===== config.mk =====
export PLATFORM = sky130hd
export DESIGN_NAME = class_argmax_centroid_tracker
export DESIGN_NICKNAME = d
export VERILOG_FILES = /design/src/design/cact_pkg.sv /design/src/design/class_argmax_centroid_tracker.sv
export SDC_FILE = /design/constraint.sdc
export NUM_CORES = 1
export LEC_CHECK = 0
export BUFFER_PORTS_ARGS = -buffer_cell sky130_fd_sc_hd__clkbuf_2
export CORE_ASPECT_RATIO = 1.25
export CORE_MARGIN = 2
export CORE_UTILIZATION = 58
export CTS_BUF_LIST = sky130_fd_sc_hd__clkbuf_2 sky130_fd_sc_hd__clkbuf_4 sky130_fd_sc_hd__clkbuf_8
export CTS_CLUSTER_DIAMETER = 30
export DETAILED_ROUTE_END_ITERATION = 10
export GPL_ROUTABILITY_DRIVEN = 0
export GPL_TIMING_DRIVEN = 0
export PLACE_DENSITY = 0.79
export REMOVE_ABC_BUFFERS = 1
export SLEW_MARGIN = 5
export SYNTH_ARGS = -nofsm -noshare
export SYNTH_HDL_FRONTEND = slang
export SYNTH_SLANG_ARGS = --single-unit

===== constraint.sdc =====
create_clock -name clk -period 7.4 [get_ports clk]
set_input_delay 1.11 -clock clk [delete_from_list [all_inputs] [get_ports clk]]
set_output_delay 1.11 -clock clk [all_outputs]
set_load 0.01 [all_outputs]

===== src/design/cact_pkg.sv =====
// Package of the class argmax centroid tracker: field widths, divider widths,
// register index codes. No dependencies.
package cact_pkg;

  localparam int ScoreW  = 16;
  localparam int ClassW  = 6;
  localparam int XW      = 10;
  localparam int YW      = 9;
  localparam int WidthW  = 11;
  localparam int HeightW = 10;
  localparam int CountW  = 20;
  localparam int SumXW   = 29;
  localparam int SumYW   = 28;
  localparam int Q16W    = 16;
  localparam int DenW    = CountW + WidthW;   // largest divisor: count * width
  localparam int SubW    = DenW + 2;          // shared subtractor, borrow on top
  localparam int StepW   = 4;                 // counts the 16 quotient bits
  localparam int CfgIdxW = 2;
  localparam int CfgDataW = 11;

  localparam logic [Q16W-1:0] Q16Max = '1;

  localparam logic [CfgIdxW-1:0] CfgTargetClass = 2'd0;
  localparam logic [CfgIdxW-1:0] CfgFrameWidth  = 2'd1;
  localparam logic [CfgIdxW-1:0] CfgFrameHeight = 2'd2;

endpackage


===== src/design/class_argmax_centroid_tracker.sv =====
// Top level of the class argmax centroid tracker.
// Depends on cact_pkg.
//
// Scores stream in one class channel per request. A request that does not end
// a frame is absorbed in the cycle it is accepted, so such requests can flow
// one per cycle: the running argmax and the target-class accumulators (count,
// sum of x, sum of y, all saturating) update at the accepting edge. The
// request that carries last_of_frame starts the frame-end sequencer and drops
// in_ready until the result is loaded into the output register. The sequencer
// works out three Q0.16 ratios (area, center x, center y) one after another on
// a single shared multiplier and a single shared 33-bit compare/subtract unit
// running a restoring divider: per ratio, S_MUL registers the divisor,
// S_DIV_INIT checks for saturation (numerator not below the divisor caps at
// 65535; a center with a zero count gives zero) and, when neither applies,
// S_DIV_STEP develops the sixteen quotient bits, one per cycle. The sequencer
// waits in S_DONE until the previous result is taken. The result sits in an
// output register, so a new frame can stream in while it waits. A frame width
// or height of zero counts as one. Configuration writes are always accepted
// and must only be issued while the block is idle.
module class_argmax_centroid_tracker
  import cact_pkg::*;
#(
  parameter int MAX_WIDTH   = 1024,
  parameter int MAX_HEIGHT  = 512,
  parameter int MAX_CLASSES = 64
) (
  input  logic                      clk,
  input  logic                      rst_n,
  // configuration
  input  logic                      cfg_valid,
  output logic                      cfg_ready,
  input  logic [CfgIdxW-1:0]        cfg_index,
  input  logic [CfgDataW-1:0]       cfg_data,
  // score requests
  input  logic                      in_valid,
  output logic                      in_ready,
  input  logic signed [ScoreW-1:0]  in_score,
  input  logic [ClassW-1:0]         in_channel,
  input  logic [XW-1:0]             in_pixel_x,
  input  logic [YW-1:0]             in_pixel_y,
  input  logic                      in_last_channel,
  input  logic                      in_last_of_frame,
  // frame results
  output logic                      out_valid,
  input  logic                      out_ready,
  output logic                      out_detected,
  output logic [Q16W-1:0]           out_area,
  output logic [Q16W-1:0]           out_center_x,
  output logic [Q16W-1:0]           out_center_y
);

  // sequencer states
  localparam logic [2:0] S_IDLE     = 3'd0;
  localparam logic [2:0] S_MUL      = 3'd1;
  localparam logic [2:0] S_DIV_INIT = 3'd2;
  localparam logic [2:0] S_DIV_STEP = 3'd3;
  localparam logic [2:0] S_DONE     = 3'd4;

  // which ratio the shared unit is working on
  localparam logic [1:0] OP_AREA = 2'd0;
  localparam logic [1:0] OP_CX   = 2'd1;
  localparam logic [1:0] OP_CY   = 2'd2;

  localparam logic [StepW-1:0] LastStep = '1;

  // configuration registers
  logic [ClassW-1:0]        target_r;
  logic [WidthW-1:0]        width_r;
  logic [HeightW-1:0]       height_r;

  // running argmax and accumulators
  logic signed [ScoreW-1:0] best_score_r;
  logic [ClassW-1:0]        best_class_r;
  logic [CountW-1:0]        count_r;
  logic [SumXW-1:0]         sum_x_r;
  logic [SumYW-1:0]         sum_y_r;

  // sequencer and shared divider
  logic [2:0]               state_r;
  logic [1:0]               op_r;
  logic [StepW-1:0]         step_r;
  logic [DenW-1:0]          den_r;
  logic [DenW-1:0]          rem_r;
  logic [Q16W-1:0]          quo_r;
  logic [Q16W-1:0]          area_q_r;
  logic [Q16W-1:0]          cx_q_r;
  logic [Q16W-1:0]          cy_q_r;

  // output register
  logic                     out_valid_r;
  logic                     out_detected_r;
  logic [Q16W-1:0]          out_area_r;
  logic [Q16W-1:0]          out_center_x_r;
  logic [Q16W-1:0]          out_center_y_r;

  logic                     in_accept;
  logic                     chan_ok;
  logic                     take_new;
  logic [ClassW-1:0]        best_class_nxt;
  logic                     hit;
  logic [CountW:0]          count_add;
  logic [SumXW:0]           sum_x_add;
  logic [SumYW:0]           sum_y_add;
  logic [CountW-1:0]        count_sat;
  logic [SumXW-1:0]         sum_x_sat;
  logic [SumYW-1:0]         sum_y_sat;

  logic [WidthW-1:0]        w_eff;
  logic [HeightW-1:0]       h_eff;
  logic [CountW-1:0]        mul_a;
  logic [WidthW-1:0]        mul_b;
  logic [DenW-1:0]          mul_p;
  logic [SubW-1:0]          num;
  logic [SubW-1:0]          sub_a;
  logic [SubW-1:0]          sub_diff;
  logic                     borrow;
  logic [Q16W-1:0]          quo_nxt;
  logic                     res_we;
  logic [Q16W-1:0]          res_val;
  logic                     load_out;

  assign cfg_ready = 1'b1;
  assign in_ready  = (state_r == S_IDLE);
  assign in_accept = in_valid && in_ready;

  // Argmax: channel 0 always reseeds, later channels win only on strictly
  // greater, out-of-range channels leave the running best alone.
  assign chan_ok  = (32'(in_channel) < 32'(MAX_CLASSES));
  assign take_new = chan_ok && ((in_channel == '0) || (in_score > best_score_r));
  assign best_class_nxt = take_new ? in_channel : best_class_r;
  assign hit = in_last_channel && (best_class_nxt == target_r);

  // Saturating accumulators: hold at all ones on carry out.
  assign count_add = {1'b0, count_r} + (CountW+1)'(1);
  assign sum_x_add = {1'b0, sum_x_r} + (SumXW+1)'(in_pixel_x);
  assign sum_y_add = {1'b0, sum_y_r} + (SumYW+1)'(in_pixel_y);
  assign count_sat = count_add[CountW] ? '1 : count_add[CountW-1:0];
  assign sum_x_sat = sum_x_add[SumXW] ? '1 : sum_x_add[SumXW-1:0];
  assign sum_y_sat = sum_y_add[SumYW] ? '1 : sum_y_add[SumYW-1:0];

  assign w_eff = (width_r == '0) ? WidthW'(1) : width_r;
  assign h_eff = (height_r == '0) ? HeightW'(1) : height_r;

  // Shared multiplier: forms the divisor of the current ratio.
  always_comb begin
    case (op_r)
      OP_AREA: begin
        mul_a = CountW'(w_eff);
        mul_b = WidthW'(h_eff);
      end
      OP_CX: begin
        mul_a = count_r;
        mul_b = w_eff;
      end
      default: begin
        mul_a = count_r;
        mul_b = WidthW'(h_eff);
      end
    endcase
  end
  assign mul_p = mul_a * mul_b;

  // Numerator of the current ratio.
  always_comb begin
    case (op_r)
      OP_AREA: num = SubW'(count_r);
      OP_CX:   num = SubW'(sum_x_r);
      default: num = SubW'(sum_y_r);
    endcase
  end

  // Shared compare/subtract: saturation check first, then one quotient bit
  // per cycle on the doubled remainder.
  assign sub_a    = (state_r == S_DIV_STEP) ? {1'b0, rem_r, 1'b0} : num;
  assign sub_diff = sub_a - SubW'(den_r);
  assign borrow   = sub_diff[SubW-1];
  assign quo_nxt  = {quo_r[Q16W-2:0], ~borrow};

  // Finished ratio value and its write strobe.
  always_comb begin
    res_we  = 1'b0;
    res_val = quo_nxt;
    case (state_r)
      S_DIV_INIT: begin
        if ((op_r != OP_AREA) && (count_r == '0)) begin
          res_we  = 1'b1;
          res_val = '0;
        end else if (!borrow) begin
          res_we  = 1'b1;
          res_val = Q16Max;
        end
      end
      S_DIV_STEP: res_we = (step_r == LastStep);
      default: res_we = 1'b0;
    endcase
  end

  assign load_out = (state_r == S_DONE) && (!out_valid_r || out_ready);

  // Control state.
  always_ff @(posedge clk) begin
    if (!rst_n) begin
      target_r     <= '0;
      width_r      <= WidthW'(MAX_WIDTH);
      height_r     <= HeightW'(MAX_HEIGHT);
      best_score_r <= '0;
      best_class_r <= '0;
      count_r      <= '0;
      sum_x_r      <= '0;
      sum_y_r      <= '0;
      state_r      <= S_IDLE;
      op_r         <= OP_AREA;
      step_r       <= '0;
      out_valid_r  <= 1'b0;
    end else begin
      if (cfg_valid && cfg_ready) begin
        unique case (cfg_index)
          CfgTargetClass: target_r <= cfg_data[ClassW-1:0];
          CfgFrameWidth:  width_r  <= cfg_data[WidthW-1:0];
          CfgFrameHeight: height_r <= cfg_data[HeightW-1:0];
          default: ;
        endcase
      end

      if (in_accept && take_new) begin
        best_score_r <= in_score;
        best_class_r <= in_channel;
      end

      if (in_accept && hit) begin
        count_r <= count_sat;
        sum_x_r <= sum_x_sat;
        sum_y_r <= sum_y_sat;
      end

      // Drop the taken result unless a new one replaces it in the same cycle.
      if (out_valid_r && out_ready && !load_out) begin
        out_valid_r <= 1'b0;
      end

      unique case (state_r)
        S_IDLE: begin
          if (in_accept && in_last_of_frame) begin
            op_r    <= OP_AREA;
            state_r <= S_MUL;
          end
        end
        S_MUL: state_r <= S_DIV_INIT;
        S_DIV_INIT: begin
          step_r <= '0;
          if (!res_we) begin
            state_r <= S_DIV_STEP;
          end
        end
        S_DIV_STEP: begin
          step_r <= step_r + StepW'(1);
        end
        S_DONE: begin
          if (load_out) begin
            out_valid_r <= 1'b1;
            count_r     <= '0;
            sum_x_r     <= '0;
            sum_y_r     <= '0;
            state_r     <= S_IDLE;
          end
        end
        default: state_r <= S_IDLE;
      endcase

      // Advance to the next ratio, or finish after center y.
      if (res_we) begin
        if (op_r == OP_CY) begin
          state_r <= S_DONE;
        end else begin
          op_r    <= op_r + 2'd1;
          state_r <= S_MUL;
        end
      end
    end
  end

  // Datapath registers.
  always_ff @(posedge clk) begin
    if (state_r == S_MUL) begin
      den_r <= mul_p;
    end
    if (state_r == S_DIV_INIT) begin
      rem_r <= num[DenW-1:0];
      quo_r <= '0;
    end else if (state_r == S_DIV_STEP) begin
      rem_r <= borrow ? sub_a[DenW-1:0] : sub_diff[DenW-1:0];
      quo_r <= quo_nxt;
    end
    if (res_we) begin
      case (op_r)
        OP_AREA: area_q_r <= res_val;
        OP_CX:   cx_q_r   <= res_val;
        default: cy_q_r   <= res_val;
      endcase
    end
    if (load_out) begin
      out_detected_r <= (count_r != '0);
      out_area_r     <= area_q_r;
      out_center_x_r <= cx_q_r;
      out_center_y_r <= cy_q_r;
    end
  end

  assign out_valid    = out_valid_r;
  assign out_detected = out_detected_r;
  assign out_area     = out_area_r;
  assign out_center_x = out_center_x_r;
  assign out_center_y = out_center_y_r;

endmodule


# ---- After elaboration in Yosys (flattened, before gate mapping)
# Cells that the tools add are included.
dict set report word_totals {
  regBits 310
  latch_bits 0
  ramBits 0
  rom_bits 0
  in_bits 61
  n_memories 0
}
dict set report classes {
  add_sub_neg 6
  n_mul 1
  n_div 0
  magnitude_cmp 1
  eq_ne 13
  shift 0
  muxes 41
  bitwise 2
  n_reduce_logical 31
}
# cell count
set ops {}
lappend ops {{$mux 29} 4}
lappend ops {{$mux 28} 4}
lappend ops {{$mux 20} 5}
lappend ops {{$mux 31} 3}
lappend ops {{$pmux 29 s2} 1}
lappend ops {{$mux 16} 3}
lappend ops {{$mux 33} 1}
lappend ops {{$sub 33x31->33} 1}
lappend ops {{$mul 20x11->31} 1}
lappend ops {{$add 29x10->30} 1}
lappend ops {{$add 28x9->29} 1}
lappend ops {{$mux 11} 2}
lappend ops {{$add 20x1->21 const B} 1}
lappend ops {{$logic_not 20->1} 1}
lappend ops {{$reduce_bool 20->1} 1}
lappend ops {{$gt 16x16->1} 1}
lappend ops {{$pmux 3 s5} 1}
lappend ops {{$mux 3} 4}
lappend ops {{$reduce_and 2->1} 6}
lappend ops {{$logic_not 11->1} 1}
lappend ops {{$logic_not 10->1} 1}
lappend ops {{$mux 10} 1}
lappend ops {{$logic_and 1x1->1} 9}
lappend ops {{$mux 2} 4}
lappend ops {{25 further kinds} 37}

# ---- Longest topological paths before layout
# Gate-level depths: netlist of the first run.
dict set report logic_depth {
  word_depth 9
  ltp_mapped 28
  ltp_nobuf 25
}

# ---- Worst setup path before layout of the first run
# Ideal clock, no wire load.
dict set report synth_timing {
  path_kind {reg2reg}
  startpoint {register with a tool-made name}
  endpoint {register den_r[26], data pin}
  setup_ns 0.258
  arrival_time_ns 6.735
  required_ns 7.142
  path_slack_ns 0.407
  path_stages_with_launch 26
  path_cell_list {dfxtp_1 > clkbuf_1 > nor2b_1 > clkbuf_1 > buf_1 > mux2i_1 > clkbuf_1 > nor2_1 > fa_1 > fa_1 > fa_1 > fa_1 > inv_1 > fa_1 > inv_1 > ha_1 > a21o_1 > a21o_1 > a21oi_1 > nor2_1 > a211oi_1 > o21ai_0 > a221o_1 > a21o_1 > a21oi_1 > xnor2_1}
}
# item line_no
set synth_lines {}
lappend synth_lines {{end signal: assignment} class_argmax_centroid_tracker.sv:285} ;# den_r <= mul_p;
lappend synth_lines {{end: declaration} class_argmax_centroid_tracker.sv:82} ;# logic [DenW-1:0] den_r;

==> impl_metrics.toml, run 1 <==
[yosys]
synth_edf_count = 159
synth_flop_cell = "edfxtp_1"
syn_avg_cell_area_um2 = 8.94
syn_area_um2 = 23100
syn_inst = 2587
yosys-top-cells-area = "edfxtp_1 (21%), fa_1 (14%), dfxtp_1 (13%)"
yosys_warnings = 0
synthDistinctLibCells = 80
yosysMostFrequentCell = "nand2_1"
yosys.area.top_type_share_pct = 20.6
seq_area_frac_synth_pct = 33.7
synth_largest_area_cell = "edfxtp_1"
ys_top_cells_by_count = "nand2_1 (411), inv_1 (267), nor2_1 (249)"
ys_seq_elements = 310
async_flop_share_pct = 0

[setup_path]
rrSetupSlack_ns = 0.25
crit_fanout = 25
worstPathRequired_ns = 7.76
crit_type = "flop to flop"
cp_data_arrival_time_ns = 7.50
critical_path.startpoint_type = "flop"
end_kind = "flop"

[power_and_ir_drop]
internal_power_mw = 3.06
power_density_nw_per_um2 = 162
clockPowerShare_pct = 44.3
total_leakage_power_nw = 11.0
p_switching_mw = 1.08
power_frac_seq_pct = 45.3
p_comb_share_pct = 10.4
vdd_drop_max_mv = 0.152
p_sw_share_pct = 26.1

[drt]
first_iter_violations = 1715
vias = 19300
ant_nets = 0
viasPerCell = 6.02
drc = 0
drt_first_pass_iters = 6
routedWlPerCell_um = 18.5
finalWirelength_mm = 59.4

[global_routing]
overflow = 0
grtUsageMet2_pct = 52.0
grt.busiest_layer = "met2"
grt_pass1_vias = 19700
grt_util_all_layers_pct = 28.7
grt_max_degree = 63
grt_pass1_wl_mm = 96.1
met3_usage_pct = 3.84
met1_usage_pct = 33.6
antenna_found_initial = 0

[floorplan]
dieArea_um2 = 41500
num_io_pins = 113
core_um2 = 39200
die_y_um = 227
fp.dieW_um = 183
start_util_pct = 59.0
rows = 81

[cts]
cts.sinks = 310
htree_levels = 2
clockBufferDepth = 3
cts_tree = "built"
clk_pin_slew_worst_paths_ns = 0.07
cts_hold_buf = 0
clock_latency_ns = 0.64
root_buffer = "clkbuf_8"
cts_buffers = 57

[layout]
design_area_um2 = 25600
diodes = 0
fill_cells = 3032
syn2layout_area_growth_pct = 10.8
fin_cells = 3205
fin_util_pct = 65.3
layout-drive-gt1-share_pct = 11.3
nNetsFinal = 3021

[timing]
skew_ns = 0.0380
worstMarginPinSlew_ns = 1.25
timing.final.crit_share_pct = 96.6
whs_ns = 0.415
final.setup.tns_ns = 0
hold_viol = 0
max_clock_freq_mhz = 140
setup_viol = 0
report.final.slew_viol_count = 0
fin_crit_ns = 7.15
relSlewSlack_pct = 16.5

[hold_path]
hold_path_class = "flop to flop"
min-delay-start = "cx_q_r[3]$_DFFE_PP_"

[placed_design]
port_buffers = 111
placed_area_um2 = 24000
dp.cells = 3082
hpwlAfterDp_mm = 44.0

[flow_run]
drv_cap = 0

[status]
status = "finished clean"
## flip-flops by register name, summed over array words and instances, names as in the netlist, 3 cells and up, named ones only
name          cells
count_r          20
out_area         16
cy_q_r           16
sum_x_r          29
out_center_y     16
sum_y_r          28
height_r         10
quo_r            15
den_r            31
best_score_r     16
step_r            4
state_r           3
cx_q_r           16
width_r          11
area_q_r         16
target_r          6
out_center_x     16
best_class_r      6
rem_r            31
## area by class of cell
class                   instances  area, um2  area share, %
inverters                     267       1000           3.91
well taps                     498        623           2.43
clock inverters                30        340           1.33
clock buffers                  78        980           3.82
flip-flops and latches        310       7800           30.5
repair buffers                137        885           3.45
multi-input cells            1885      14000           54.6
## placed cells by master (no fill, tap or decap), drive strengths merged, types with 41 or more instances in the layout
| cell | Yosys | routed |
|---|---|---|
| xnor2 | 41 | 41 |
| dfxtp | 151 | 151 |
| mux2i | 68 | 68 |
| nand2 | 411 | 411 |
| a21oi | 137 | 137 |
| fa | 164 | 164 |
| inv | 267 | 272 |
| nand3 | 68 | 68 |
| o21ai | 92 | 92 |
| nor3 | 43 | 43 |
| clkbuf | 95 | 189 |
| nor2 | 249 | 249 |
| ha | 138 | 138 |
| edfxtp | 159 | 159 |
## metal layers
| layer | vias up | share of wire, % |
|---|---|---|
| met5 | - | 0 |
| met4 | 0 | 4.9 |
| met3 | 215 | 7.5 |
| met2 | 913 | 50 |
| met1 | 9185 | 38 |
| li1 | 8972 | - |
## path summary, 6_finish.rpt
check                                   end  depth (start not counted)
setup reg to reg        den_r[26]$_DFFE_PP_                         23
hold reg to reg   out_center_x[3]$_DFFE_PP_                          0
hold / removal    out_center_x[3]$_DFFE_PP_                          0
setup / recovery        den_r[26]$_DFFE_PP_                         23
## cell families (layout without fill, tap and decap cells)
kind of cell | after synthesis | in the layout | synth area share, %
AO/OA/AOI/OAI | 461 | 461 | 13.0
other | 1 | 1 | 0.0162
XOR/XNOR | 65 | 65 | 2.46
AND/OR/NAND/NOR | 978 | 979 | 19.2
adder cells (fa/ha/maj) | 302 | 302 | 21.7
buffers and inverters | 393 | 512 | 6.50
multiplexers | 77 | 77 | 3.44
flip-flops | 310 | 310 | 33.7
## worst max-delay path: stages, from the launching register on
cell	delay, ns
dfxtp_4	0.55
nor2b_4	0.25
buf_12	0.21
mux2_2	0.55
nand2_1	0.19
fa_1	0.43
inv_1	0.09
fa_1	0.45
fa_1	0.52
fa_1	0.55
inv_1	0.06
fa_1	0.53
inv_1	0.04
ha_1	0.36
a21o_1	0.20
a21o_1	0.16
a21oi_1	0.22
nor2_1	0.08
a211oi_1	0.24
o21ai_0	0.27
a221o_1	0.45
a21o_1	0.20
a21oi_1	0.16
xnor2_1	0.08
## what timing repair did
action | 4_1_cts | 5_1_grt
pin swaps | 0 | 1
gates resized for setup | 16 | 11
setup endpoints to repair | 111 | 101
setup buffers | 1 | 13
cloned | 0 | 1
## power by group through the flow
stage / registers [mW] / clock network, mW / logic, mW
3_5_place_dp: 1.91 / 0 / 0.413
4_1_cts: 1.87 / 1.85 / 0.418
2_1_floorplan: 1.90 / 0 / 0.285
5_1_grt: 1.88 / 1.93 / 0.477
6_report: 1.87 / 1.83 / 0.431
3_3_place_gp: 1.91 / 0 / 0.388
## metrics by stage
step                      setup slack [ns]  total power [mW]
final                                0.254              4.14
after global routing              -0.00196              4.28
after CTS                          -0.0184              4.14
after detailed placement             -1.37              2.32
after global placement               -3.30              2.30
after floorplan                     -0.957              2.19
No activity file was read; power rests on OpenSTA's default activity.
==> inputs of run 2 (changes only) <==
==> constraint.sdc (replaced) <==
create_clock -name clk -period 7.4 [get_ports clk]
set_input_delay 0.37 -clock clk [delete_from_list [all_inputs] [get_ports clk]]
set_output_delay 0.37 -clock clk [all_outputs]
set_load 0.01 [all_outputs]
==> impl_metrics.toml, run 2 (synthesized netlist as in run 1, its figures left out) <==
[setup_path]
crit_type = "flop to flop"
cpMaxStageDelayCell = "dfxtp_4"
cp_data_arrival_time_ns = 7.51
reg2reg_depth = 23
max_stage_delay_ns = 0.55
crit_chain = "nor2b_4 > buf_12 > mux2_2 > nand2_1 > fa_1 > inv_1 > fa_1 > fa_1 > fa_1 > inv_1 > fa_1 > inv_1 > ha_1 > a21o_1 > a21o_1 > a21oi_1 > nor2_1 > a211oi_1 > o21ai_0 > a221o_1 > a21o_1 > a21oi_1 > xnor2_1"
crit_fanout = 25
rrSetupSlack_ns = 0.25
critical_path.startpoint_type = "flop"
crit_top_cell = "fa_1"
r2r_end = "den_r[26]$_DFFE_PP_"
cp_top_family = "adder cells"
end_kind = "flop"
worstPathRequired_ns = 7.76
cp_num_buf_inv = 4

[timing]
timing.final.crit_share_pct = 96.7
setup_viol = 0
rsz0062_at_grt = "false"
skew_ns = 0.0360
worstMarginPinSlew_ns = 1.25
relSlewSlack_pct = 16.7
final.setup.worst_slack_ns = 0.246
max_clock_freq_mhz = 140
fin_crit_ns = 7.15
report.final.slew_viol_count = 0
hold_viol = 0

[layout]
layout_common_cells = "nand2_1 (408), inv_1 (265), nor2_1 (244), fa_1 (164), edfxtp_1 (159)"
design_area_um2 = 25800
fin_cells = 3225
largestRegisters = "den_r (31), rem_r (31), sum_x_r (29)"
final_common_cell = "nand2_1"
layout-drive-gt1-share_pct = 11.3
diodes = 0
nNetsFinal = 3041
syn2layout_area_growth_pct = 11.7

[cts]
cts_buffers = 57
htree_levels = 2
root_buffer = "clkbuf_8"
clockBufferDepth = 3
cts_tree = "built"
cts.sinks = 310
clk_pin_slew_worst_paths_ns = 0.06
clock_latency_ns = 0.63

[floorplan]
die_y_um = 227
dieArea_um2 = 41500
core_um2 = 39200
num_io_pins = 113
start_util_pct = 59.0
rows = 81
fp.dieW_um = 183

[placed_design]
dp.cells = 3082
placed_area_um2 = 24000
hpwlAfterDp_mm = 44.0
port_buffers = 111
pre_cts_ws_ns = -1.37

[global_routing]
grt_pass1_wl_mm = 96.8
antenna_found_initial = 0
overflow = 0
grt_pass1_vias = 19900
grt_util_all_layers_pct = 28.9
grt_max_degree = 63

[status]
status = "finished clean"

[power_and_ir_drop]
p_total_mw = 4.15
power_density_nw_per_um2 = 161
vdd_drop_max_mv = 0.152
total_leakage_power_nw = 11.1

[drt]
drt_first_pass_iters = 6
first_iter_violations = 1791
drc = 0
routedWlPerCell_um = 18.5
finalWirelength_mm = 59.6
viasPerCell = 6.01
ant_nets = 0
vias = 19400

[hold_path]
min-delay-start = "in_channel[5]"
hold_path_class = "primary input to flop"
whs_path_depth = 3
holdPathEnd = "best_class_r[5]$_SDFFE_PN0P_"

[flow_run]
drv_cap = 0
run 2: routing by layer:
layer	vias up	track usage, %	part of all wire (%)
li1	9021	-	-
met1	9179	33.7	38
met2	957	52.5	50
met3	232	3.87	7.6
met4	0	14.2	5.2
met5	-	0	0
run 2: tightest hold or removal path, stage by stage:
cell and delay (ns):
clkbuf_2 0.11, nand2_1 0.06, a21boi_0 0.06
run 2: how the worst max path moves through the flow:
stage                               end  slack, ns  cells after the start
floorplan           den_r[26]$_DFFE_PP_      -0.96                     21
global placement    den_r[26]$_DFFE_PP_      -3.30                     21
detailed placement  den_r[26]$_DFFE_PP_      -1.37                     22
CTS                 den_r[26]$_DFFE_PP_      -0.02                     21
global route        den_r[30]$_DFFE_PP_      0.003                     23
finish              den_r[26]$_DFFE_PP_       0.25                     23
run 2: layout make-up:
class	count	area [um2]
multi-input combinational	1885	14000
clock buffer	78	980
tap	498	623
clock inverter	30	340
inverter	267	1000
timing repair buffer	157	1080
fill	3003	13400
sequential	310	7800
run 2: timing repair:
action / 4_1_cts / 5_1_grt
hold buffers: 20 / 0
setup buffers: 1 / 13
endpoints found under the setup margin: 111 / 101
hold endpoints to repair: 20 / 0
gates resized for setup: 16 / 11
gates cloned: 0 / 1
pin swaps: 0 / 1
run 2: through the flow:
step                      hold slack [ns]  setup TNS (ns)  util, %
final                              0.0245               0     65.8
after global routing               0.0152               0     65.8
after CTS                         0.00163         -0.0184     65.3
after detailed placement            0.405          -29.74     61.2
after global placement              0.403         -240.34     60.7
after floorplan                     0.400           -7.68        -
run 2: report_power, final:
part	switching (mW)	total (mW)	internal, mW
Combinational	0.277	0.442	0.165
Sequential	0.0307	1.87	1.84
Clock	0.773	1.83	1.06
